## config.mk

```make
export PLATFORM = sky130hd
export DESIGN_NAME = qu8add_ctrl
export DESIGN_NICKNAME = d
export VERILOG_FILES = /design/src/hdl/qu8add_pkg.sv /design/src/hdl/qu8add_ctrl.sv
export SDC_FILE = /design/constraint.sdc
export NUM_CORES = 1
export LEC_CHECK = 0
export BUFFER_PORTS_ARGS = -buffer_cell sky130_fd_sc_hd__buf_2
export CORE_AREA = 4 4 41 43
export DETAILED_ROUTE_END_ITERATION = 12
export DIE_AREA = 0 0 45 47
export GPL_TIMING_DRIVEN = 1
export PLACE_DENSITY_LB_ADDON = 0.3
export REMOVE_ABC_BUFFERS = 1
export SETUP_SLACK_MARGIN = 0.15
export SYNTH_ARGS = -nofsm -noshare
export SYNTH_HDL_FRONTEND = slang
export SYNTH_SLANG_ARGS = --single-unit
```

## constraint.sdc

```tcl
create_clock -name clk -period 2.6 [get_ports clk]
set_input_delay 0.26 -clock clk [delete_from_list [all_inputs] [get_ports clk]]
set_output_delay 0.26 -clock clk [all_outputs]
set_load 0.1 [all_outputs]
```

## src/hdl/qu8add_pkg.sv

```systemverilog
// Shared types, codes and constants of the quantized byte element-wise adder.
`default_nettype none

package qu8add_pkg;

	// Default sizes
	localparam int MAX_CHANNELS_DEF   = 256;
	localparam int COEF_FRAC_BITS_DEF = 16;

	// Fixed field widths
	localparam int COEF_W     = 32;
	localparam int TABLES     = 6;
	localparam int CFG_IDX_W  = 3;
	localparam int CFG_DATA_W = 25;

	// Arithmetic widths: s = a*sa + ha + b*sb + hb, product with sc, final sum
	localparam int S_W    = 43;
	localparam int MUL_AW = 33;
	localparam int PROD_W = 65;
	localparam int V_W    = 76;

	// Count caps
	localparam logic [24:0] SPATIAL_CAP = 25'h100_0000;
	localparam logic [16:0] BATCH_CAP   = 17'h1_0000;

	// Item operation codes
	localparam logic OP_DATA = 1'b0;
	localparam logic OP_COEF = 1'b1;

	// Coefficient table codes
	localparam logic [2:0] TBL_A_SCALE   = 3'd0;
	localparam logic [2:0] TBL_A_SHIFT   = 3'd1;
	localparam logic [2:0] TBL_B_SCALE   = 3'd2;
	localparam logic [2:0] TBL_B_SHIFT   = 3'd3;
	localparam logic [2:0] TBL_OUT_SCALE = 3'd4;
	localparam logic [2:0] TBL_OUT_SHIFT = 3'd5;

	// Configuration register indexes
	localparam logic [CFG_IDX_W-1:0] REG_LAYOUT        = 3'd0;
	localparam logic [CFG_IDX_W-1:0] REG_CHANNEL_COUNT = 3'd1;
	localparam logic [CFG_IDX_W-1:0] REG_SPATIAL_COUNT = 3'd2;
	localparam logic [CFG_IDX_W-1:0] REG_BATCH_COUNT   = 3'd3;
	localparam logic [CFG_IDX_W-1:0] REG_UPPER_LIMIT   = 3'd4;

	// Layout codes
	localparam logic LAYOUT_NCHW = 1'b0;
	localparam logic LAYOUT_NHWC = 1'b1;

	// Configuration register set
	typedef struct packed {
		logic        layout;
		logic [8:0]  channel_count;
		logic [24:0] spatial_count;
		logic [16:0] batch_count;
		logic [7:0]  upper_limit;
	} cfg_t;

	// Position of the element being accepted
	typedef struct packed {
		logic [7:0] channel;
		logic       last;
	} pos_t;

	// Controller states
	typedef enum logic [2:0] {
		ST_IDLE,
		ST_MUL_A,
		ST_MUL_B,
		ST_SUM,
		ST_MUL_LO,
		ST_MUL_HI,
		ST_ADD,
		ST_ROUND
	} state_t;

	// Multiplier operand selection
	typedef enum logic [1:0] {
		MS_A,
		MS_B,
		MS_SLO,
		MS_SHI
	} mul_sel_t;

	// Commands from controller to datapath, counters and coefficient store
	typedef struct packed {
		logic     coef_wr;
		logic     latch_in;
		logic     rd_en;
		logic     advance;
		logic     mul_en;
		mul_sel_t mul_sel;
		logic     acc_ta;
		logic     sum_en;
		logic     acc_hc;
		logic     v_en;
		logic     load_out;
	} ctrl_cmd_t;

endpackage

`default_nettype wire

```

## src/hdl/qu8add_ctrl.sv

```systemverilog
// Controller state machine: sequences the multiply steps and owns both handshakes.
`default_nettype none

module qu8add_ctrl (
	input  wire logic           clk,
	input  wire logic           arst_n,
	input  wire logic           in_valid,
	input  wire logic           op,
	input  wire logic           out_stall,
	output logic                in_stall,
	output logic                out_valid,
	output qu8add_pkg::ctrl_cmd_t cmd
);

	qu8add_pkg::state_t state_q, state_d;
	logic               out_valid_q;

	// State and output-valid registers
	always_ff @(posedge clk or negedge arst_n) begin
		if (!arst_n) begin
			state_q     <= qu8add_pkg::ST_IDLE;
			out_valid_q <= 1'b0;
		end else begin
			state_q <= state_d;
			if (cmd.load_out) begin
				out_valid_q <= 1'b1;
			end else if (!out_stall) begin
				out_valid_q <= 1'b0;
			end
		end
	end

	// Next state and commands
	always_comb begin
		state_d = state_q;
		cmd     = '0;
		case (state_q)
			qu8add_pkg::ST_IDLE: begin
				if (in_valid) begin
					if (op == qu8add_pkg::OP_COEF) begin
						cmd.coef_wr = 1'b1;
					end else begin
						cmd.latch_in = 1'b1;
						cmd.rd_en    = 1'b1;
						cmd.advance  = 1'b1;
						state_d      = qu8add_pkg::ST_MUL_A;
					end
				end
			end
			qu8add_pkg::ST_MUL_A: begin
				cmd.mul_en  = 1'b1;
				cmd.mul_sel = qu8add_pkg::MS_A;
				state_d     = qu8add_pkg::ST_MUL_B;
			end
			qu8add_pkg::ST_MUL_B: begin
				cmd.mul_en  = 1'b1;
				cmd.mul_sel = qu8add_pkg::MS_B;
				cmd.acc_ta  = 1'b1;
				state_d     = qu8add_pkg::ST_SUM;
			end
			qu8add_pkg::ST_SUM: begin
				cmd.sum_en = 1'b1;
				state_d    = qu8add_pkg::ST_MUL_LO;
			end
			qu8add_pkg::ST_MUL_LO: begin
				cmd.mul_en  = 1'b1;
				cmd.mul_sel = qu8add_pkg::MS_SLO;
				state_d     = qu8add_pkg::ST_MUL_HI;
			end
			qu8add_pkg::ST_MUL_HI: begin
				cmd.mul_en  = 1'b1;
				cmd.mul_sel = qu8add_pkg::MS_SHI;
				cmd.acc_hc  = 1'b1;
				state_d     = qu8add_pkg::ST_ADD;
			end
			qu8add_pkg::ST_ADD: begin
				cmd.v_en = 1'b1;
				state_d  = qu8add_pkg::ST_ROUND;
			end
			qu8add_pkg::ST_ROUND: begin
				// wait while the previous result is still held
				if (!out_valid_q || !out_stall) begin
					cmd.load_out = 1'b1;
					state_d      = qu8add_pkg::ST_IDLE;
				end
			end
			default: begin
				state_d = qu8add_pkg::ST_IDLE;
			end
		endcase
	end

	assign in_stall  = (state_q != qu8add_pkg::ST_IDLE);
	assign out_valid = out_valid_q;

endmodule

`default_nettype wire

```

# Word level (Yosys, flattened, before mapping)
# Cells that the tools add are included.
[word_totals] register_bits=4 wordCells=36 out_inout_bits=14 input_bits=5
[op_classes] n_eq_ne=11 n_reduce_logical=6 muxes=17
[ops] op="$pmux W3 S8" count=1
[ops] op="$eq A3 B3 Y1 const B" count=4
[ops] op="$mux W3" count=4
[ops] op="$pmux W3 S4" count=1
[ops] op="$mux W1" count=9
[ops] op="$mux W4" count=2
[ops] op="$eq A3 B2 Y1 const B" count=2
[ops] op="$ne A2 B2 Y1 const B" count=3
[ops] op="$eq A3 B1 Y1 const B" count=1
[ops] op="$logic_not A3 Y1" count=1
[ops] op="$reduce_and A3 Y1" count=1
[ops] op="$reduce_bool A3 Y1" count=1
[ops] op="$logic_not A1 Y1" count=2
[ops] op="$ne A2 B1 Y1 const B" count=1
[ops] op="$logic_or A1 B1 Y1" count=1

# Depth between registers and ports, before layout
[logic_depth] ltp_word=5 mapped_depth=3

# Worst setup path before layout
# OpenSTA, ideal clock, no wires.
[synth_path] path_type="register to output" start="register state_q[2]" end="output cmd[10] (netlist name)" arrival_ns=2.732 path_slack_ns=-0.392 path_stages_with_launch=4 path_cell_list="dfrtp_1 or3_4 nor3b_2 buf_4"
[synth_lines] element="start, declared" line_no="qu8add_ctrl.sv:15" rtl="qu8add_pkg::state_t state_q, state_d;"
[synth_lines] element="start signal, assigned" line_no="qu8add_ctrl.sv:21" rtl="state_q <= qu8add_pkg::ST_IDLE;"
[synth_lines] element="start signal, assigned" line_no="qu8add_ctrl.sv:24" rtl="state_q <= state_d;"
[synth_lines] element="end, declared" line_no="qu8add_ctrl.sv:12" rtl="output qu8add_pkg::ctrl_cmd_t cmd"

==> metrics.yaml <==
outcome:
  status: "complete, no violations"
placed_design:
  gp_congestion: 0.642
  dpl.hpwl_um: 536
  post-place-ws_ns: 0.743
  numPortBuffers: 18
critical_path:
  crit_slowest_cell: "dfrtp_1"
  critical_path_peak_fanout: 12
  critPathKind: "flop to primary output"
  max_stage_delay_ns: 0.49
  cp.arrival_ns: 1.84
  critPathCaptureType: "primary output"
  cp-start-kind: "flop"
  crit_chain: "or3_4 > nor3b_2 > buf_2"
  required_ns: 2.34
floorplan:
  die_x_um: 45
  placeableCoreArea_um2: 1300
  rows: 13
  die_area_um2: 2120
  ios: 19
  initial_core_util_pct: 23.7
  die_h_um: 47
detailed_routing:
  drtIter0Drc: 7
  postRouteAntennaNets: 0
  post_drt_wl_per_cell_um: 9.96
  drc_errors: 0
  routed_wl_um: 687
  via_count: 300
  vias_per_cell: 4.35
  dr.pass1.iters: 4
timing:
  timing.fmax_mhz: 476
  rsz0062_at_grt: "no"
  slew_headroom_pct: 67.6
  drv_slew: 0
  worst_slack_ns: 0.501
  final-setup-viol-count: 0
  tightest_slew_ns: 0.490
  hold_viol: 0
  fin_crit_ns: 2.10
  fin_crit_sh_pct: 80.7
  skew_ns: 0.000241
global_routing:
  first_global_vias: 258
  grt_pass1_wl_um: 1090
  grt_max_degree: 14
  grtUsageTotal_pct: 7.45
  overflow: 0
  antenna_found_initial: 0
clock_tree:
  cts_tree: "done"
  clk_pin_slew_ns: 0.04
  cts_buffers: 3
  worstSkewPairLatency_ns: 0.23
  clockBufferDepth: 2
  cts.sinks: 4
  ctsHtreeMaxLevel: 1
  root_buffer: "clkbuf_4"
layout:
  final_common_cell: "buf_2"
  final_nets: 61
  syn2layout_area_growth_pct: 34.1
  final_cell_mix: "buf_2 (18), nor2_1 (5), a21oi_1 (4), dfrtp_1 (4)"
  antennaDiodeCount: 0
  drive_gt1_share_pct: 42.6
flow_run:
  max_cap_viol_count: 0
synth:
  syn_avg_cell_area_um2: 8.32
  yosys.area.top_type_share_pct: 32.5
  netlist_instances: 37
  yosysWarnings: 0
  synthDistinctLibCells: 20
  yosysSeqAreaShare_pct: 32.5
  post-synth-top-area-cell: "dfrtp_1"
  ys_ff_latch: 4
  synth_area_um2: 308
  yosys-top-cells-area: "dfrtp_1 (33%), a21oi_1 (6.5%), nor2_1 (6.1%), nand3_1 (4.9%), buf_4 (4.9%)"
worst_hold_path:
  hold_path_class: "input pin to flop"
[per-stage QoR]
stage	hold WS, ns	cell area, um^2	setup TNS [ns]	utilization (%)	instances
final	0.317	413	0	31.7	69
after detailed placement	0.0669	380	0	29.2	65
after floorplan	-0.0356	272	-6.62	-	32
after CTS	0.307	413	0	31.7	69
after global placement	0.0689	380	0	29.2	65
after global routing	0.301	413	0	31.7	69
[logic make-up after synthesis]
kind of cell           share of synthesized area, %
flip-flops                                     32.5
AO/OA/AOI/OAI                                  11.4
AND/OR/NAND/NOR                                40.2
buffers and inverters                          13.0
XOR/XNOR                                       2.85
[layout make-up]
cell class,count,area [um^2]
Fill cell,151,888
Multi-Input combinational cell,27,168
Sequential cell,4,100
Timing Repair Buffer,19,100
Clock buffer,3,22.5
Tap cell,15,18.8
Inverter,1,3.75
[routing by layer]
| metal | vias up | wire, um | global-route usage (%) |
|---|---|---|---|
| li1 | 162 | - | - |
| met1 | 130 | 304 | 8.28 |
| met2 | 8 | 335 | 11.3 |
| met3 | 0 | 46 | 2.30 |
| met4 | 0 | 0 | 7.02 |
| met5 | - | 0 | 0 |
[final timing paths]
path,from,endpoint,slack (ns),depth (start not counted)
setup / recovery,state_q[2]$_DFFE_PN0P_,cmd[8],0.50,3
hold / removal,out_stall,out_valid$_DFFE_PN0P_,0.32,3
setup reg to reg,state_q[0]$_DFFE_PN0P_,state_q[0]$_DFFE_PN0P_,1.57,2
hold reg to reg,out_valid$_DFFE_PN0P_,out_valid$_DFFE_PN0P_,0.58,2
max in group asynchronous,arst_n,state_q[0]$_DFFE_PN0P_,2.12,2
min in group asynchronous,arst_n,state_q[1]$_DFFE_PN0P_,0.36,2
[sequential cells by signal (all words and copies together) (netlist names)]
signal,cells
out_valid,1
state_q,3
[cells in the mapped netlist]
library cell	count
buf_4	2
nand3_1	3
inv_1	1
and3b_1	1
and2_1	2
o21bai_1	2
or3b_1	1
nand4_1	1
dfrtp_1	4
nand2_1	2
and4b_1	1
nor3b_2	1
a21oi_1	4
nor2_1	5
or3_4	1
nand2b_1	1
buf_6	1
xnor2_1	1
and3_1	1
buf_2	2
[repair_timing]
action / 4_1_cts / 5_1_grt
buffers inserted: 0 / 0
gates resized for setup: 0 / 0
hold buffers: 1 / 0
endpoints found under the setup margin: 0 / 0
endpoints found under the hold margin: 4 / 0
[critical path, delay by kind of cell (launching register included)]
| family | cells | cell delay [ns] |
|---|---|---|
| and+or+nand+nor | 2 | 0.66 |
| DFF | 1 | 0.49 |
| buffers and inverters | 1 | 0.46 |
Power is left out: the tool's default activity adds up to more than one toggle a clock period on the data nets, which glitch-free logic cannot reach.
