File: src/hdl/qu8add_pkg.sv
// Shared types, codes and constants of the quantized byte element-wise adder.
`default_nettype none

package qu8add_pkg;

	// Default sizes
	localparam int MAX_CHANNELS_DEF   = 256;
	localparam int COEF_FRAC_BITS_DEF = 16;

	// Fixed field widths
	localparam int COEF_W     = 32;
	localparam int TABLES     = 6;
	localparam int CFG_IDX_W  = 3;
	localparam int CFG_DATA_W = 25;

	// Arithmetic widths: s = a*sa + ha + b*sb + hb, product with sc, final sum
	localparam int S_W    = 43;
	localparam int MUL_AW = 33;
	localparam int PROD_W = 65;
	localparam int V_W    = 76;

	// Count caps
	localparam logic [24:0] SPATIAL_CAP = 25'h100_0000;
	localparam logic [16:0] BATCH_CAP   = 17'h1_0000;

	// Item operation codes
	localparam logic OP_DATA = 1'b0;
	localparam logic OP_COEF = 1'b1;

	// Coefficient table codes
	localparam logic [2:0] TBL_A_SCALE   = 3'd0;
	localparam logic [2:0] TBL_A_SHIFT   = 3'd1;
	localparam logic [2:0] TBL_B_SCALE   = 3'd2;
	localparam logic [2:0] TBL_B_SHIFT   = 3'd3;
	localparam logic [2:0] TBL_OUT_SCALE = 3'd4;
	localparam logic [2:0] TBL_OUT_SHIFT = 3'd5;

	// Configuration register indexes
	localparam logic [CFG_IDX_W-1:0] REG_LAYOUT        = 3'd0;
	localparam logic [CFG_IDX_W-1:0] REG_CHANNEL_COUNT = 3'd1;
	localparam logic [CFG_IDX_W-1:0] REG_SPATIAL_COUNT = 3'd2;
	localparam logic [CFG_IDX_W-1:0] REG_BATCH_COUNT   = 3'd3;
	localparam logic [CFG_IDX_W-1:0] REG_UPPER_LIMIT   = 3'd4;

	// Layout codes
	localparam logic LAYOUT_NCHW = 1'b0;
	localparam logic LAYOUT_NHWC = 1'b1;

	// Configuration register set
	typedef struct packed {
		logic        layout;
		logic [8:0]  channel_count;
		logic [24:0] spatial_count;
		logic [16:0] batch_count;
		logic [7:0]  upper_limit;
	} cfg_t;

	// Position of the element being accepted
	typedef struct packed {
		logic [7:0] channel;
		logic       last;
	} pos_t;

	// Controller states
	typedef enum logic [2:0] {
		ST_IDLE,
		ST_MUL_A,
		ST_MUL_B,
		ST_SUM,
		ST_MUL_LO,
		ST_MUL_HI,
		ST_ADD,
		ST_ROUND
	} state_t;

	// Multiplier operand selection
	typedef enum logic [1:0] {
		MS_A,
		MS_B,
		MS_SLO,
		MS_SHI
	} mul_sel_t;

	// Commands from controller to datapath, counters and coefficient store
	typedef struct packed {
		logic     coef_wr;
		logic     latch_in;
		logic     rd_en;
		logic     advance;
		logic     mul_en;
		mul_sel_t mul_sel;
		logic     acc_ta;
		logic     sum_en;
		logic     acc_hc;
		logic     v_en;
		logic     load_out;
	} ctrl_cmd_t;

endpackage

`default_nettype wire

File: src/hdl/qu8add_pos.sv
// Channel, spatial and batch position counters for NCHW and NHWC layouts.
`default_nettype none

module qu8add_pos #(
	parameter int MAX_CHANNELS = qu8add_pkg::MAX_CHANNELS_DEF
) (
	input  wire logic              clk,
	input  wire logic              arst_n,
	input  wire qu8add_pkg::cfg_t  cfg,
	input  wire logic              advance,
	output qu8add_pkg::pos_t       pos
);

	localparam int CH_CAP = (MAX_CHANNELS < 256) ? MAX_CHANNELS : 256;

	logic [7:0]  ch_q;
	logic [23:0] sp_q;
	logic [15:0] bt_q;

	logic [8:0]  lim_c;
	logic [24:0] lim_s;
	logic [16:0] lim_b;
	logic        wrap_c, wrap_s, wrap_b;
	logic [7:0]  ch_inc;
	logic [23:0] sp_inc;
	logic [15:0] bt_inc;

	// Effective limits: zero acts as one, large values saturate
	always_comb begin
		if (cfg.channel_count == 9'd0) begin
			lim_c = 9'd1;
		end else if (32'(cfg.channel_count) > CH_CAP) begin
			lim_c = 9'(CH_CAP);
		end else begin
			lim_c = cfg.channel_count;
		end
		if (cfg.spatial_count == 25'd0) begin
			lim_s = 25'd1;
		end else if (cfg.spatial_count > qu8add_pkg::SPATIAL_CAP) begin
			lim_s = qu8add_pkg::SPATIAL_CAP;
		end else begin
			lim_s = cfg.spatial_count;
		end
		if (cfg.batch_count == 17'd0) begin
			lim_b = 17'd1;
		end else if (cfg.batch_count > qu8add_pkg::BATCH_CAP) begin
			lim_b = qu8add_pkg::BATCH_CAP;
		end else begin
			lim_b = cfg.batch_count;
		end
	end

	// Wrap conditions: counter at or past its last value
	assign wrap_c = ({1'b0, ch_q} + 9'd1) >= lim_c;
	assign wrap_s = ({1'b0, sp_q} + 25'd1) >= lim_s;
	assign wrap_b = ({1'b0, bt_q} + 17'd1) >= lim_b;

	assign ch_inc = wrap_c ? 8'd0 : ch_q + 8'd1;
	assign sp_inc = wrap_s ? 24'd0 : sp_q + 24'd1;
	assign bt_inc = wrap_b ? 16'd0 : bt_q + 16'd1;

	assign pos.channel = ch_q;
	assign pos.last    = wrap_c & wrap_s & wrap_b;

	// Counter stepping; batch is always slowest
	always_ff @(posedge clk or negedge arst_n) begin
		if (!arst_n) begin
			ch_q <= '0;
			sp_q <= '0;
			bt_q <= '0;
		end else if (advance) begin
			if (cfg.layout == qu8add_pkg::LAYOUT_NCHW) begin
				sp_q <= sp_inc;
				if (wrap_s) begin
					ch_q <= ch_inc;
				end
			end else begin
				ch_q <= ch_inc;
				if (wrap_c) begin
					sp_q <= sp_inc;
				end
			end
			if (wrap_s && wrap_c) begin
				bt_q <= bt_inc;
			end
		end
	end

endmodule

`default_nettype wire

File: config.mk
export PLATFORM = sky130hd
export DESIGN_NAME = qu8add_pos
export DESIGN_NICKNAME = d
export VERILOG_FILES = /design/src/hdl/qu8add_pkg.sv /design/src/hdl/qu8add_pos.sv
export SDC_FILE = /design/constraint.sdc
export NUM_CORES = 1
export LEC_CHECK = 0
export BUFFER_PORTS_ARGS = -buffer_cell sky130_fd_sc_hd__buf_2
export CAP_MARGIN = 20
export CELL_PAD_IN_SITES_DETAIL_PLACEMENT = 2
export CELL_PAD_IN_SITES_GLOBAL_PLACEMENT = 2
export CORE_ASPECT_RATIO = 2
export CORE_MARGIN = 5
export CORE_UTILIZATION = 34
export DETAILED_ROUTE_END_ITERATION = 16
export PLACE_DENSITY = 0.85
export SYNTH_ARGS = -nofsm -noshare
export SYNTH_HDL_FRONTEND = slang
export SYNTH_SLANG_ARGS = --single-unit
File: constraint.sdc
create_clock -name clk -period 6 [get_ports clk]
set_clock_uncertainty 0.15 [all_clocks]
set_input_delay 1.2 -clock clk [delete_from_list [all_inputs] [get_ports clk]]
set_output_delay 1.2 -clock clk [all_outputs]
set_load 0.02 [all_outputs]
-- After elaboration in Yosys (flattened, before gate mapping)
Cells that the tools add are included.
- output and inout bits: 9
- RAM bits: 0
- logic and storage cells: 39
- ROM bits: 0
- latch bits: 0
- register bits after elaboration: 48
- bits of input ports: 63
- memories: 0
- muxes and demuxes: 13
- bitwise logic cells: 2
- order comparisons: 6
- $mul: 0
- eq/ne operators: 1
- reductions and logical operators: 8
- div/mod/pow operators: 0
- add/subtract/negate cells: 6
- shifts and indexed selects: 0
- operators by type and width (kind ; count):
    24-bit two-way mux ; 3
    25-bit two-way mux ; 2
    17-bit two-way mux ; 2
    24-bit by 1-bit adder with 25-bit output (second input constant) ; 1
    25-bit greater-or-equal comparator ; 1
    25-bit > comparator (second input constant) ; 1
    25-bit zero test ; 1
    24-bit by 1-bit adder with 24-bit output (second input constant) ; 1
    8-bit two-way mux ; 3
    9-bit two-way mux ; 2
    16-bit by 1-bit adder with 17-bit output (second input constant) ; 1
    17-bit greater-or-equal comparator ; 1
    17-bit > comparator (second input constant) ; 1
    17-bit zero test ; 1
    16-bit by 1-bit adder with 16-bit output (second input constant) ; 1
    16-bit two-way mux ; 1
    8-bit by 1-bit adder with 9-bit output (second input constant) ; 1
    9-bit greater-or-equal comparator ; 1
    9-bit > comparator (second input constant) ; 1
    9-bit zero test ; 1
    8-bit by 1-bit adder with 8-bit output (second input constant) ; 1
    2-bit AND reduction ; 3
    1-bit bitwise AND ; 2
    2-bit by 1-bit inequality test with 1-bit output (second input constant) ; 1
    other kinds (2) ; 2

-- Logic depth before layout (Yosys ltp)
- word-level depth: 7
- depth in mapped cells: 17
- depth with buffers taken out: 16

-- Least setup slack after synthesis
No wires, ideal clock.
- path type: input-to-output
- start: input port cfg[43] (netlist name)
- end: output port pos[0] (netlist name)
- slack: 0.530 ns
- path buffers: 2
- arrival time: 4.120 ns
- stages: 13
- path through: nor4_1 nand4_1 o21ai_1 clkbuf_1 nand2_1 ha_1 nand4_1 nor4_1 nand4_1 a21oi_2 or2_2 clkbuf_1 and3_1
- RTL lines (what ; RTL line ; text):
    from (decl) ; qu8add_pos.sv:9 ; input wire qu8add_pkg::cfg_t cfg,
    to (decl) ; qu8add_pos.sv:11 ; output qu8add_pkg::pos_t pos

==> run_results.csv <==
group,metric,value,unit
critical_path,start_kind,"register",
hold_path,hold_end,"bt_q[15]",
clock_tree,post-cts-setup-buffers,0,
final_layout,nNetsFinal,698,
die,core,12500,µm²
clock_tree,clock_path_buffers,2,
synth,synthCells,513,
power_and_ir_drop,seqPwrFrac,36.3,%
die,start_util,34.2,%
synth,synth_top_area_share,28.1,%
power_and_ir_drop,swShare,37.8,%
critical_path,critPathMaxFanout,7,
synth,ys_warn_count,0,
critical_path,path_common_cell,"nand3_1",
clock_tree,clkSinkCount,48,
power_and_ir_drop,p_switching,453,µW
critical_path,critPathSlowestCell,"dfrtp_1",
critical_path,end_kind,"output port",
place,port_buffers,63,
sta,rsz0062_at_grt,"false",
detailed_routing,vias,4182,
critical_path,worstRegToRegCells,17,
sta,tightest_slew,753,ps
synth,ys_top_cells_by_area,"dfrtp_1 (28%), ha_1 (16%), nand2_1 (7.6%)",
hold_path,holdCritStartpoint,"bt_q[15]",
critical_path,r2r-end,"sp_q[2]",
clock_tree,ctsRootBufferMaster,"clkbuf_16",
final_layout,most-common-layout-cells,"nand2_1 (87), buf_2 (63), ha_1 (54), dfrtp_1 (48), o21ai_0 (33)",
place,place_congestion,0.817,
global_route,grt_max_degree,49,
detailed_routing,routed_wl,13900,µm
global_route,grt_overflow,0,
power_and_ir_drop,p_comb_share,35.3,%
place,dp_cells,724,
sta,tns,0,ps
die,io_pins,72,
power_and_ir_drop,clkPwrFrac,28.4,%
global_route,grt_pass1_vias,4776,
final_layout,final_layout_size_suffix_gt1_share,16.3,%
detailed_routing,detailedRoute.firstPassIterationCount,4,
final_layout,diodes,0,
detailed_routing,antenna_left,0,
sta,fmax,177,MHz
synth,syn_nets,630,
sta,fin_crit_sh,93.9,%
critical_path,r2r_start,"sp_q[0]",
detailed_routing,avgRoutedWirePerCell,19.0,µm
sta,whs,353,ps
die,dieWidth,89.2,µm
clock_tree,cts_buffers,5,
detailed_routing,drt_iter0_drc,68,
critical_path,crit_arrival,4280,ps
global_route,antenna_found_initial,0,
global_route,grt_pass1_wl,22900,µm
critical_path,path_cells,"ha_1 -> nand3_1 -> nor4_2 -> and3_1 -> nand3_1 -> or3_1 -> nand2_1 -> ha_1 -> nand4_1 -> nor4_1 -> buf_4 -> a22oi_1 -> nand3_1 -> or2_2 -> and3_1 -> buf_2",
place,hpwlAfterDp,11300,µm
clock_tree,clkTransAtPathRegs,70,ps
synth,ys_ff_latch,48,
clock_tree,cts_max_level,2,
die,die_h,168,µm
sta,max_slew_margin,49.6,%
critical_path,crit_required,4650,ps
sta,setup_viol,0,
power_and_ir_drop,peakVddDrop,121,µV
synth,yosys.cell_types.count,54,
sta,hold_violations,0,
critical_path,r2r_setup_slack,1080,ps
hold_path,holdPathStages,2,
die,dieArea,15000,µm²
global_route,grtUsageTotal,19.3,%
critical_path,cp_top_family,"simple AND/OR/NAND/NOR gates",
power_and_ir_drop,p_per_area,240,nW/µm²
sta,report.final.slew_viol_count,0,
clock_tree,clock_latency,300,ps
synth,synth.avg_cell_area,8.32,µm²
run_status,status,"finished clean",
detailed_routing,post-route-drc-count,0,
final_layout,area_growth,16.6,%
detailed_routing,viasPerCell,5.71,
synth,syn_area,4270,µm²
power_and_ir_drop,p_int,744,µW
final_layout,fin_cells,732,
synth,synth-edff-count,0,
synth,yosys.area.top_type,"dfrtp_1",
synth,synthArstFlopShare,100,%
job,cap_violations,0,
synth,synthFlopType,"dfrtp_1",
synth,ys_seq_area_share,28.1,%
die,core.rowCount,58,
critical_path,crit_path_max_incr_delay,480,ps
sta,min_period,5630,ps
hold_path,hp-class,"register to register",
critical_path,path_class,"register to output port",
final_layout,final_common_cell,"nand2_1",
critical_path,path_buf_inv,2,
place,dp_slack,289,ps
clock_tree,cts_tree,"yes",
sta,fin_ws,365,ps
power_and_ir_drop,total_leakage_power,2.46,nW
## final cells by class
| cell class | instances | area (µm²) |
|---|---|---|
| Inverter | 23 | 86.3 |
| Timing Repair Buffer | 74 | 398 |
| Clock buffer | 6 | 139 |
| Clock inverter | 2 | 38.8 |
| Sequential cell | 48 | 1200 |
| Tap cell | 150 | 188 |
| Fill cell | 1464 | 7500 |
| Multi-Input combinational cell | 429 | 2930 |
## cell families (layout without fill, tap and decap cells)
family                     after synthesis  after routing  share of synthesized area, %
AOI/OAI and AO/OA                      121            121                          18.7
xor gates and xnor gates                40             40                          8.20
adders and majority gates               54             54                          15.8
buffers and inverters                   36            105                          3.28
DFF                                     48             48                          28.1
and+or+nand+nor                        214            214                          25.9
## Yosys cell counts, drive strengths merged (2+ instances only)
cell,count
nor4,17
o211ai,2
or2,4
clkinv,2
buf,4
or4,4
clkbuf,9
o31ai,14
and4,2
nor2b,5
a21o,3
nand3,24
dfrtp,48
o2bb2ai,4
nand4,14
ha,54
or3,5
o21bai,3
o21a,4
nand2,87
xnor2,20
a211o,2
a2bb2oi,2
a21oi,26
a22o,16
nor3,9
inv,21
nand2b,9
nor2,18
xor2,20
o21ai,36
and3,13
## worst max path at each step
| stage | from | to | slack, ps | depth (start not counted) |
|---|---|---|---|---|
| 6_report | sp_q[0] | pos[0] | 370 | 16 |
| 5_1_grt | sp_q[0] | pos[0] | 20 | 16 |
| 4_1_cts | sp_q[0] | pos[0] | 260 | 16 |
| 3_5_place_dp | cfg[43] | pos[0] | 290 | 15 |
| 3_3_place_gp | cfg[43] | pos[0] | 390 | 15 |
| 2_1_floorplan | cfg[43] | pos[0] | 530 | 13 |
## registers in the layout (all words and copies together), names as in the netlist
| signal | flops |
|---|---|
| sp_q | 24 |
| bt_q | 16 |
| ch_q | 8 |
## per-layer routing
layer  GRT usage, %  up-vias  routed length [µm]
li1               -     2011                   -
met1           18.6     2077                4890
met2           39.2       70                8320
met3           2.34       24                 362
met4           6.35        0                 303
met5              0        -                   0
## worst register-to-register path: cells and delay by family (launching register included)
kind,cells,cell delay (ps)
flip-flops,1,480
buffers and inverters,2,350
AND/OR/NAND/NOR,11,2910
adder cells (fa/ha/maj),2,510
AO/OA/AOI/OAI,2,460
## power by group through the flow
stage	sequential (mW)	combinational [mW]	clock, mW
floorplan	0.442	0.260	0
detailed placement	0.440	0.427	0
CTS	0.434	0.432	0.350
global route	0.440	0.481	0.360
global placement	0.435	0.393	0
finish	0.434	0.423	0.340
## through the flow
step                      instance area, µm²  power, mW  utilization [%]
after floorplan                         4270      0.702                -
after global placement                  4800      0.828             38.5
after detailed placement                4800      0.867             38.5
after CTS                               4980       1.22             39.9
after global routing                    4980       1.28             39.9
final                                   4980       1.20             39.9
## timing repair
item	CTS	global route
hold endpoints to repair	0	0
hold buffers	0	0
gates resized for setup	0	1
setup endpoints to repair	0	1
No activity file was read; power rests on OpenSTA's default activity.
