==> src/hdl/qu8add_pkg.sv <==
// Shared types, codes and constants of the quantized byte element-wise adder.
`default_nettype none

package qu8add_pkg;

	// Default sizes
	localparam int MAX_CHANNELS_DEF   = 256;
	localparam int COEF_FRAC_BITS_DEF = 16;

	// Fixed field widths
	localparam int COEF_W     = 32;
	localparam int TABLES     = 6;
	localparam int CFG_IDX_W  = 3;
	localparam int CFG_DATA_W = 25;

	// Arithmetic widths: s = a*sa + ha + b*sb + hb, product with sc, final sum
	localparam int S_W    = 43;
	localparam int MUL_AW = 33;
	localparam int PROD_W = 65;
	localparam int V_W    = 76;

	// Count caps
	localparam logic [24:0] SPATIAL_CAP = 25'h100_0000;
	localparam logic [16:0] BATCH_CAP   = 17'h1_0000;

	// Item operation codes
	localparam logic OP_DATA = 1'b0;
	localparam logic OP_COEF = 1'b1;

	// Coefficient table codes
	localparam logic [2:0] TBL_A_SCALE   = 3'd0;
	localparam logic [2:0] TBL_A_SHIFT   = 3'd1;
	localparam logic [2:0] TBL_B_SCALE   = 3'd2;
	localparam logic [2:0] TBL_B_SHIFT   = 3'd3;
	localparam logic [2:0] TBL_OUT_SCALE = 3'd4;
	localparam logic [2:0] TBL_OUT_SHIFT = 3'd5;

	// Configuration register indexes
	localparam logic [CFG_IDX_W-1:0] REG_LAYOUT        = 3'd0;
	localparam logic [CFG_IDX_W-1:0] REG_CHANNEL_COUNT = 3'd1;
	localparam logic [CFG_IDX_W-1:0] REG_SPATIAL_COUNT = 3'd2;
	localparam logic [CFG_IDX_W-1:0] REG_BATCH_COUNT   = 3'd3;
	localparam logic [CFG_IDX_W-1:0] REG_UPPER_LIMIT   = 3'd4;

	// Layout codes
	localparam logic LAYOUT_NCHW = 1'b0;
	localparam logic LAYOUT_NHWC = 1'b1;

	// Configuration register set
	typedef struct packed {
		logic        layout;
		logic [8:0]  channel_count;
		logic [24:0] spatial_count;
		logic [16:0] batch_count;
		logic [7:0]  upper_limit;
	} cfg_t;

	// Position of the element being accepted
	typedef struct packed {
		logic [7:0] channel;
		logic       last;
	} pos_t;

	// Controller states
	typedef enum logic [2:0] {
		ST_IDLE,
		ST_MUL_A,
		ST_MUL_B,
		ST_SUM,
		ST_MUL_LO,
		ST_MUL_HI,
		ST_ADD,
		ST_ROUND
	} state_t;

	// Multiplier operand selection
	typedef enum logic [1:0] {
		MS_A,
		MS_B,
		MS_SLO,
		MS_SHI
	} mul_sel_t;

	// Commands from controller to datapath, counters and coefficient store
	typedef struct packed {
		logic     coef_wr;
		logic     latch_in;
		logic     rd_en;
		logic     advance;
		logic     mul_en;
		mul_sel_t mul_sel;
		logic     acc_ta;
		logic     sum_en;
		logic     acc_hc;
		logic     v_en;
		logic     load_out;
	} ctrl_cmd_t;

endpackage

`default_nettype wire

==> src/hdl/qu8add_dp.sv <==
// Fixed-point datapath: shared multiplier, accumulators, rounding, clamp, result register.
`default_nettype none

module qu8add_dp #(
	parameter int COEF_FRAC_BITS = qu8add_pkg::COEF_FRAC_BITS_DEF
) (
	input  wire logic                                    clk,
	input  wire qu8add_pkg::ctrl_cmd_t                   cmd,
	input  wire logic [7:0]                              a_value,
	input  wire logic [7:0]                              b_value,
	input  wire qu8add_pkg::pos_t                        pos,
	input  wire logic [qu8add_pkg::TABLES-1:0][qu8add_pkg::COEF_W-1:0] coef_rd,
	input  wire logic [7:0]                              upper_limit,
	output logic [7:0]                                   c_value,
	output logic [7:0]                                   channel_of_element,
	output logic                                         tensor_last
);

	localparam int F2     = 2 * COEF_FRAC_BITS;
	localparam int HC_W   = qu8add_pkg::COEF_W + COEF_FRAC_BITS;
	localparam int ACC_W  = ((qu8add_pkg::PROD_W > HC_W) ? qu8add_pkg::PROD_W : HC_W) + 1;
	localparam int S_W    = qu8add_pkg::S_W;
	localparam int V_W    = qu8add_pkg::V_W;
	localparam int PROD_W = qu8add_pkg::PROD_W;
	localparam int MUL_AW = qu8add_pkg::MUL_AW;

	// Item and result registers
	logic [7:0] a_q, b_q, ch_q, c_out_q, ch_out_q;
	logic       last_q, last_out_q;

	logic signed [PROD_W-1:0] prod_q;
	logic signed [ACC_W-1:0]  acc_q;
	logic signed [S_W-1:0]    s_q;
	logic signed [V_W-1:0]    v_q;

	logic signed [31:0]       sa, ha, sb, hb, sc, hc;
	logic signed [MUL_AW-1:0] op_a;
	logic signed [31:0]       op_b;
	logic signed [PROD_W-1:0] mul_p;

	logic       neg, big, round_up;
	logic [7:0] q_floor;
	logic [8:0] q_rnd;
	logic [7:0] c_next;

	assign sa = $signed(coef_rd[qu8add_pkg::TBL_A_SCALE]);
	assign ha = $signed(coef_rd[qu8add_pkg::TBL_A_SHIFT]);
	assign sb = $signed(coef_rd[qu8add_pkg::TBL_B_SCALE]);
	assign hb = $signed(coef_rd[qu8add_pkg::TBL_B_SHIFT]);
	assign sc = $signed(coef_rd[qu8add_pkg::TBL_OUT_SCALE]);
	assign hc = $signed(coef_rd[qu8add_pkg::TBL_OUT_SHIFT]);

	// Operand selection for the shared 33 x 32 multiplier
	always_comb begin
		case (cmd.mul_sel)
			qu8add_pkg::MS_A: begin
				op_a = $signed({25'd0, a_q});
				op_b = sa;
			end
			qu8add_pkg::MS_B: begin
				op_a = $signed({25'd0, b_q});
				op_b = sb;
			end
			qu8add_pkg::MS_SLO: begin
				op_a = $signed({1'b0, s_q[31:0]});
				op_b = sc;
			end
			qu8add_pkg::MS_SHI: begin
				// upper part of s carries the sign
				op_a = MUL_AW'($signed(s_q[S_W-1:32]));
				op_b = sc;
			end
			default: begin
				op_a = '0;
				op_b = '0;
			end
		endcase
	end

	assign mul_p = PROD_W'(op_a) * PROD_W'(op_b);

	// Arithmetic registers
	always_ff @(posedge clk) begin
		if (cmd.latch_in) begin
			a_q    <= a_value;
			b_q    <= b_value;
			ch_q   <= pos.channel;
			last_q <= pos.last;
		end
		if (cmd.mul_en) begin
			prod_q <= mul_p;
		end
		if (cmd.acc_ta) begin
			acc_q <= ACC_W'(prod_q) + ACC_W'(ha);
		end else if (cmd.acc_hc) begin
			acc_q <= ACC_W'(prod_q) + (ACC_W'(hc) <<< COEF_FRAC_BITS);
		end
		if (cmd.sum_en) begin
			s_q <= S_W'(acc_q + ACC_W'(prod_q) + ACC_W'(hb));
		end
		if (cmd.v_en) begin
			v_q <= V_W'(acc_q) + (V_W'(prod_q) <<< 32);
		end
	end

	// Round to nearest, ties to even, then clamp to 0..upper_limit
	assign neg      = v_q[V_W-1];
	assign big      = |v_q[V_W-2:F2+8];
	assign q_floor  = v_q[F2+7:F2];
	assign round_up = v_q[F2-1] & ((|v_q[F2-2:0]) | q_floor[0]);
	assign q_rnd    = {1'b0, q_floor} + {8'd0, round_up};

	always_comb begin
		if (neg) begin
			c_next = 8'd0;
		end else if (big || (q_rnd > {1'b0, upper_limit})) begin
			c_next = upper_limit;
		end else begin
			c_next = q_rnd[7:0];
		end
	end

	// Result register
	always_ff @(posedge clk) begin
		if (cmd.load_out) begin
			c_out_q    <= c_next;
			ch_out_q   <= ch_q;
			last_out_q <= last_q;
		end
	end

	assign c_value            = c_out_q;
	assign channel_of_element = ch_out_q;
	assign tensor_last        = last_out_q;

endmodule

`default_nettype wire

==> config.mk <==
export PLATFORM = sky130hd
export DESIGN_NAME = qu8add_dp
export DESIGN_NICKNAME = d
export VERILOG_FILES = /design/src/hdl/qu8add_pkg.sv /design/src/hdl/qu8add_dp.sv
export SDC_FILE = /design/constraint.sdc
export NUM_CORES = 2
export LEC_CHECK = 0
export BUFFER_PORTS_ARGS = -buffer_cell sky130_fd_sc_hd__clkbuf_2
export CAP_MARGIN = 20
export CORE_MARGIN = 2
export CORE_UTILIZATION = 35
export CTS_CLUSTER_SIZE = 16
export DETAILED_ROUTE_END_ITERATION = 8
export HOLD_SLACK_MARGIN = 0.08
export SETUP_SLACK_MARGIN = 0.2
export SYNTH_ARGS = -nofsm -noshare
export SYNTH_HDL_FRONTEND = slang
export SYNTH_SLANG_ARGS = --single-unit
export TNS_END_PERCENT = 10
==> constraint.sdc <==
create_clock -name clk -period 10.8 [get_ports clk]
set_clock_uncertainty 0.15 [all_clocks]
set_input_delay 2.16 -clock clk [delete_from_list [all_inputs] [get_ports clk]]
set_output_delay 2.16 -clock clk [all_outputs]
set_load 0.03 [all_outputs]
# --- Word-level counts from Yosys, hierarchy flattened ---
# Index checks and enable logic that the tools add are counted.
totals:
  latch_bits: 0
  ff_bits: 292
  mem_bits_rw: 0
  out_inout_bits: 17
  mem_count: 0
  mem_bits_ro: 0
classes:
  addsub: 6
  n_mux: 5
  bitwise_logic: 2
  n_shift: 0
  n_reduce_logical: 6
  n_eq_ne: 3
  multipliers: 1
  magnitude_cmp: 1
  div: 0
ops:
  columns: ["cell", "count"]
  rows:
  - ["66-bit two-way mux", 2]
  - ["33-bit one-hot mux with 4 select lines", 1]
  - ["32-bit one-hot mux with 3 select lines", 1]
  - ["66-bit by 76-bit adder with 76-bit output", 1]
  - ["65-bit by 32-bit adder with 66-bit output", 1]
  - ["65-bit by 48-bit adder with 66-bit output", 1]
  - ["33-bit by 32-bit multiplier with 65-bit output", 1]
  - ["43-bit by 32-bit adder with 43-bit output", 1]
  - ["43-bit adder", 1]
  - ["35-bit OR reduction", 1]
  - ["31-bit OR reduction", 1]
  - ["8-bit by 1-bit adder with 9-bit output", 1]
  - ["9-bit by 8-bit > comparator with 1-bit output", 1]
  - ["8-bit two-way mux", 1]
  - ["2-bit == test (second input constant)", 2]
  - ["2-bit by 1-bit == test with 1-bit output (second input constant)", 1]
  - ["2-bit zero test", 1]
  - ["2-bit nonzero test", 1]
  - ["2-bit OR reduction", 1]
  - ["1-bit AND", 1]
  - ["1-bit logical OR", 1]
  - ["1-bit bitwise OR", 1]

# --- Longest topological paths before layout ---
logic_depth:
  depth_word: 7
  ltp_mapped: 36
  depth_no_buf: 31

# --- Worst setup path after synthesis ---
# No wires, ideal clock.
synth_path:
  kind: "input port to flip-flop"
  start: "input cmd[5] (netlist name)"
  end: "register prod_q[60] (data pin)"
  path_slack_ps: -360
  arrival_time_ps: 10746
  required_ps: 10387
  n_path_buf: 5
  stages: 31
  cell_sequence: "clkbuf_1 -> buf_1 -> clkbuf_1 -> mux2i_1 -> o21ai_1 -> clkbuf_1 -> nand2_1 -> fa_1 -> inv_1 -> fa_1 -> fa_1 -> fa_1 -> fa_1 -> fa_1 -> fa_1 -> inv_1 -> fa_1 -> inv_1 -> ha_1 -> buf_6 -> a21o_1 -> a21o_1 -> a21o_1 -> a21o_1 -> a211oi_2 -> o211ai_1 -> a221o_1 -> a211o_1 -> a21o_1 -> a21oi_2 -> xnor2_1"
synth_via:
  elab_chain_cells: 4
  elab_cells_between_ends: 8
synth_rtl:
  columns: ["item", "line_no", "source"]
  rows:
  - ["start: declaration", "qu8add_dp.sv:8", "input wire qu8add_pkg::ctrl_cmd_t cmd,"]
  - ["2-bit == test", "qu8add_dp.sv:55", "case (cmd.mul_sel)"]
  - ["2-bit OR reduction (no source line)", null, null]
  - ["32-bit one-hot mux with 3 select lines", "qu8add_dp.sv:55", null]
  - ["33-bit by 32-bit multiplier with 65-bit output (*)", "qu8add_dp.sv:80", "assign mul_p = PROD_W'(op_a) * PROD_W'(op_b);"]
  - ["named net mul_p[60]", "qu8add_dp.sv:39", "logic signed [PROD_W-1:0] mul_p;"]
  - ["end signal: assignment", "qu8add_dp.sv:91", "prod_q <= mul_p;"]
  - ["end: declaration", "qu8add_dp.sv:31", "logic signed [PROD_W-1:0] prod_q;"]
# The timed path passes the listed nets; every way through them passes the cells marked *.
# A chain may end at the register's enable or synchronous reset.

# --- Worst setup path after layout ---
# Ends and elaborated chain as after synthesis.

==> impl_results.md <==
* CTS clk-pin slew, worst paths at 0.06 ns
* Worst R2R Setup Slack at 1.76 ns
* Worst-Skew Late Latency at approximately 0.62 ns
* Post-Route WL at 200 mm
* Syn Inst Count at between 6,000 and 7,000
* Synth area leader: fa_1
* Area Overhead vs Synth at 18.5%
* Ys flop type: edfxtp_1
* Number of global-route vias before repair at 48,599
* Post-synth EDFFs at a little under 300
* Tmin final at 10.52 ns
* Max Cap Violations at 0
* Crit Reg-Reg Endpoint: prod_q[60]
* Status: finished, final reports clean
* Sum of negative setup slack at 0 ns
* Initial Utilization at 35.3%
* Worst hold path class: reg -> reg
* Die X at 412 um
* Layout cell share with drive strength beyond 1 at about 15%
* CP most frequent cell: fa_1
* Sequential element share of the synthesized area at 15.0%
* CTS tree: built
* Antenna viol nets, final at 0
* Fmax at 95.1 MHz
* Wire per inst at 22.0 um
* R2R depth at 30
* Overflow after GRT at 0
* Flops & latches, synth at 292
* Filler-free cell count of the finished design at 9,086
* RSZ-0062 raised after global routing: true
* Critical path arrival at approximately 11 ns
* Die Ht at 412 um
* Final setup vio count at 0
* Top-area cell type share of the netlist area at 39.8%
* Area of the die at 0.170 sq mm
* Worst slew margin at between 30% and 40%
* Syn nets at 7,972
* Root buf cell: clkbuf_16
* Critical path data required time at ~11 ns
* DRC Markers at 0
* Quantity of I/O buffers inserted on ports at 251
* CTS Hold Buffers Added at 0
* Minimum hold slack at 0.269 ns
* CTS HTree Levels at 2
* Detailed Place HPWL at 174 mm
* Top post-synthesis cells by area: fa_1 40%, edfxtp_1 15%, ha_1 8.4%
* Critical Path Source: cmd[5]
* Clk sink count at 292
* Place WS at -0.569 ns
* Synth cell types at 86
* Inserted Clock Buffers at 37
* Setup WS post-layout at 0.280 ns
* Worst Setup EP: prod_q[60]
* Crit Path Category: in -> reg
* GR Util All Layers at a little under a quarter
* Synth Cell Area at just under 0.06 sq mm
* Final Hold Viols at 0
* Initial antenna violation count at 11
* Io pins at roughly 260
* Global-route wire length before repair at 300 mm
* Synth Warn # at 0
* Drt pass-1 iters at 5
* Rows at 149
* Placed cells at 9,003
* R2r startpoint: s_q[7]
* CP Capture Type: flop
* CTS Buffer Depth at 3
* Slew Viols, Final at 0
* Core Region at about 0.17 sq mm
* Largest net degree at the start of global routing at 77
* Worst Tran Pin Value at 1.03 ns
* NumNets Final at 8,655
* Slowest cell on the critical path: fa_2
* Critical Path Start Type: primary input
* Crit share post-route at between 90 and 100%
* Initial detailed-routing violation count at 4,048
* Slowest stage delay, CP at 0.67 ns
* Routability cong. at around 1
* Vias post-DR at 47,326
* Asr flop ratio synth at 0%
* Syn avg cell area at 9.43 sq um
* Largest fanout on the critical path at 14
* DR vias/cell at between 5 and 6
==> cell usage after synthesis (38+ instances only) <==
cell and instances:
nand3_1 48, fa_1 1158, xnor2_1 152, o21ai_0 153, o21bai_1 39, edfxtp_1 292
a21o_1 193, clkbuf_1 221, nand4_1 51, o21ai_1 38, o21a_1 73, ha_1 393
nor2_1 667, mux2i_1 52, nand2_1 750, inv_1 1065, xor2_1 93, a21oi_1 288
==> critical path: cells and delay by family <==
kind                     cells  cell delay [ns]
AO/OA/AOI/OAI               11             2.31
AND/OR/NAND/NOR              2             0.36
XOR/XNOR                     1             0.10
adder cells (fa/ha/maj)      9             4.38
buffers and inverters       10             1.33
==> worst min path at each step <==
| stage | to | slack, ns | cells past startpoint | start |
|---|---|---|---|---|
| 6_report | channel_of_element[0] | 0.27 | 0 | ch_q[0] |
| 5_1_grt | tensor_last | 0.27 | 0 | last_q |
| 4_1_cts | channel_of_element[7] | 0.27 | 0 | ch_q[7] |
| 3_5_place_dp | tensor_last | 0.26 | 0 | last_q |
| 3_3_place_gp | channel_of_element[6] | 0.25 | 0 | ch_q[6] |
| 2_1_floorplan | channel_of_element[0] | 0.25 | 0 | ch_q[0] |
==> cell type report <==
class | count | area, sq um
clock inverter | 28 | 299
tap | 2189 | 2740
sequential | 292 | 8770
inverter | 1065 | 4000
clock buffer | 39 | 933
multi-input combinational | 4576 | 44800
antenna | 3 | 7.51
fill | 16318 | 96100
timing repair buffer | 894 | 7490
==> cells by family after synthesis <==
group / Yosys count / share of synthesized area, %
AOI/OAI and AO/OA: 974 / 10.9
xor gates and xnor gates: 245 / 3.68
adders and majority gates: 1551 / 48.2
buffers and inverters: 1315 / 8.49
DFF: 292 / 15.0
muxes: 74 / 1.32
and+or+nand+nor: 1732 / 12.4
==> stage by stage <==
stage / utilization [%] / instance area, sq um
floorplan: - / 58400
global placement: 40.8 / 67500
detailed placement: 40.8 / 67500
CTS: 41.6 / 68700
global route: 41.8 / 69100
finish: 41.8 / 69100
==> layer usage <==
layer / up-vias / global-route usage, % / wire length, um
met4: 2 / 9.37 / 8990
met5: - / 0 / 10
met1: 23918 / 32.6 / 83500
li1: 21053 / - / -
met2: 2009 / 36.6 / 88500
met3: 344 / 4.51 / 19200
==> layout by cell type, fill, tap and decap left out, types with 9 or more instances in the layout <==
cell type	instances
nand3_1	48
a21boi_0	10
nor2b_1	34
edfxtp_1	292
o21a_1	73
a31oi_1	19
o21ai_2	19
o211ai_1	12
clkbuf_16	40
nor3_1	35
and2_1	19
buf_4	530
nand2_1	748
a211oi_1	29
buf_12	104
or3_1	9
xor2_1	93
o21ai_1	32
nand4_1	51
a21o_1	193
and3_1	32
inv_1	1064
nor4_1	18
a2111oi_0	11
fa_1	1153
a21oi_1	271
a21oi_2	17
mux2i_1	47
nand2b_1	30
o21ai_0	142
o21bai_1	39
xnor2_1	152
clkbuf_2	247
nor2_1	666
mux2_2	22
ha_1	393
==> registers in the layout, indices dropped and copies added (netlist names) <==
| name | cells |
|---|---|
| b_q | 8 |
| last_q | 1 |
| acc_q | 66 |
| s_q | 43 |
| v_q | 76 |
| tensor_last | 1 |
| a_q | 8 |
| channel_of_element | 8 |
| c_value | 8 |
| prod_q | 65 |
| ch_q | 8 |
==> timing repair <==
action / in CTS / in global routing
hold endpoints to repair: 0 / 0
cloned: 0 / 4
endpoints found under the setup margin: 5 / 16
setup buffers: 0 / 7
gates resized for setup: 5 / 47
pin swaps: 0 / 5
Power is left out: the tool's default activity adds up to more than one toggle a clock period on the data nets, which glitch-free logic cannot reach.
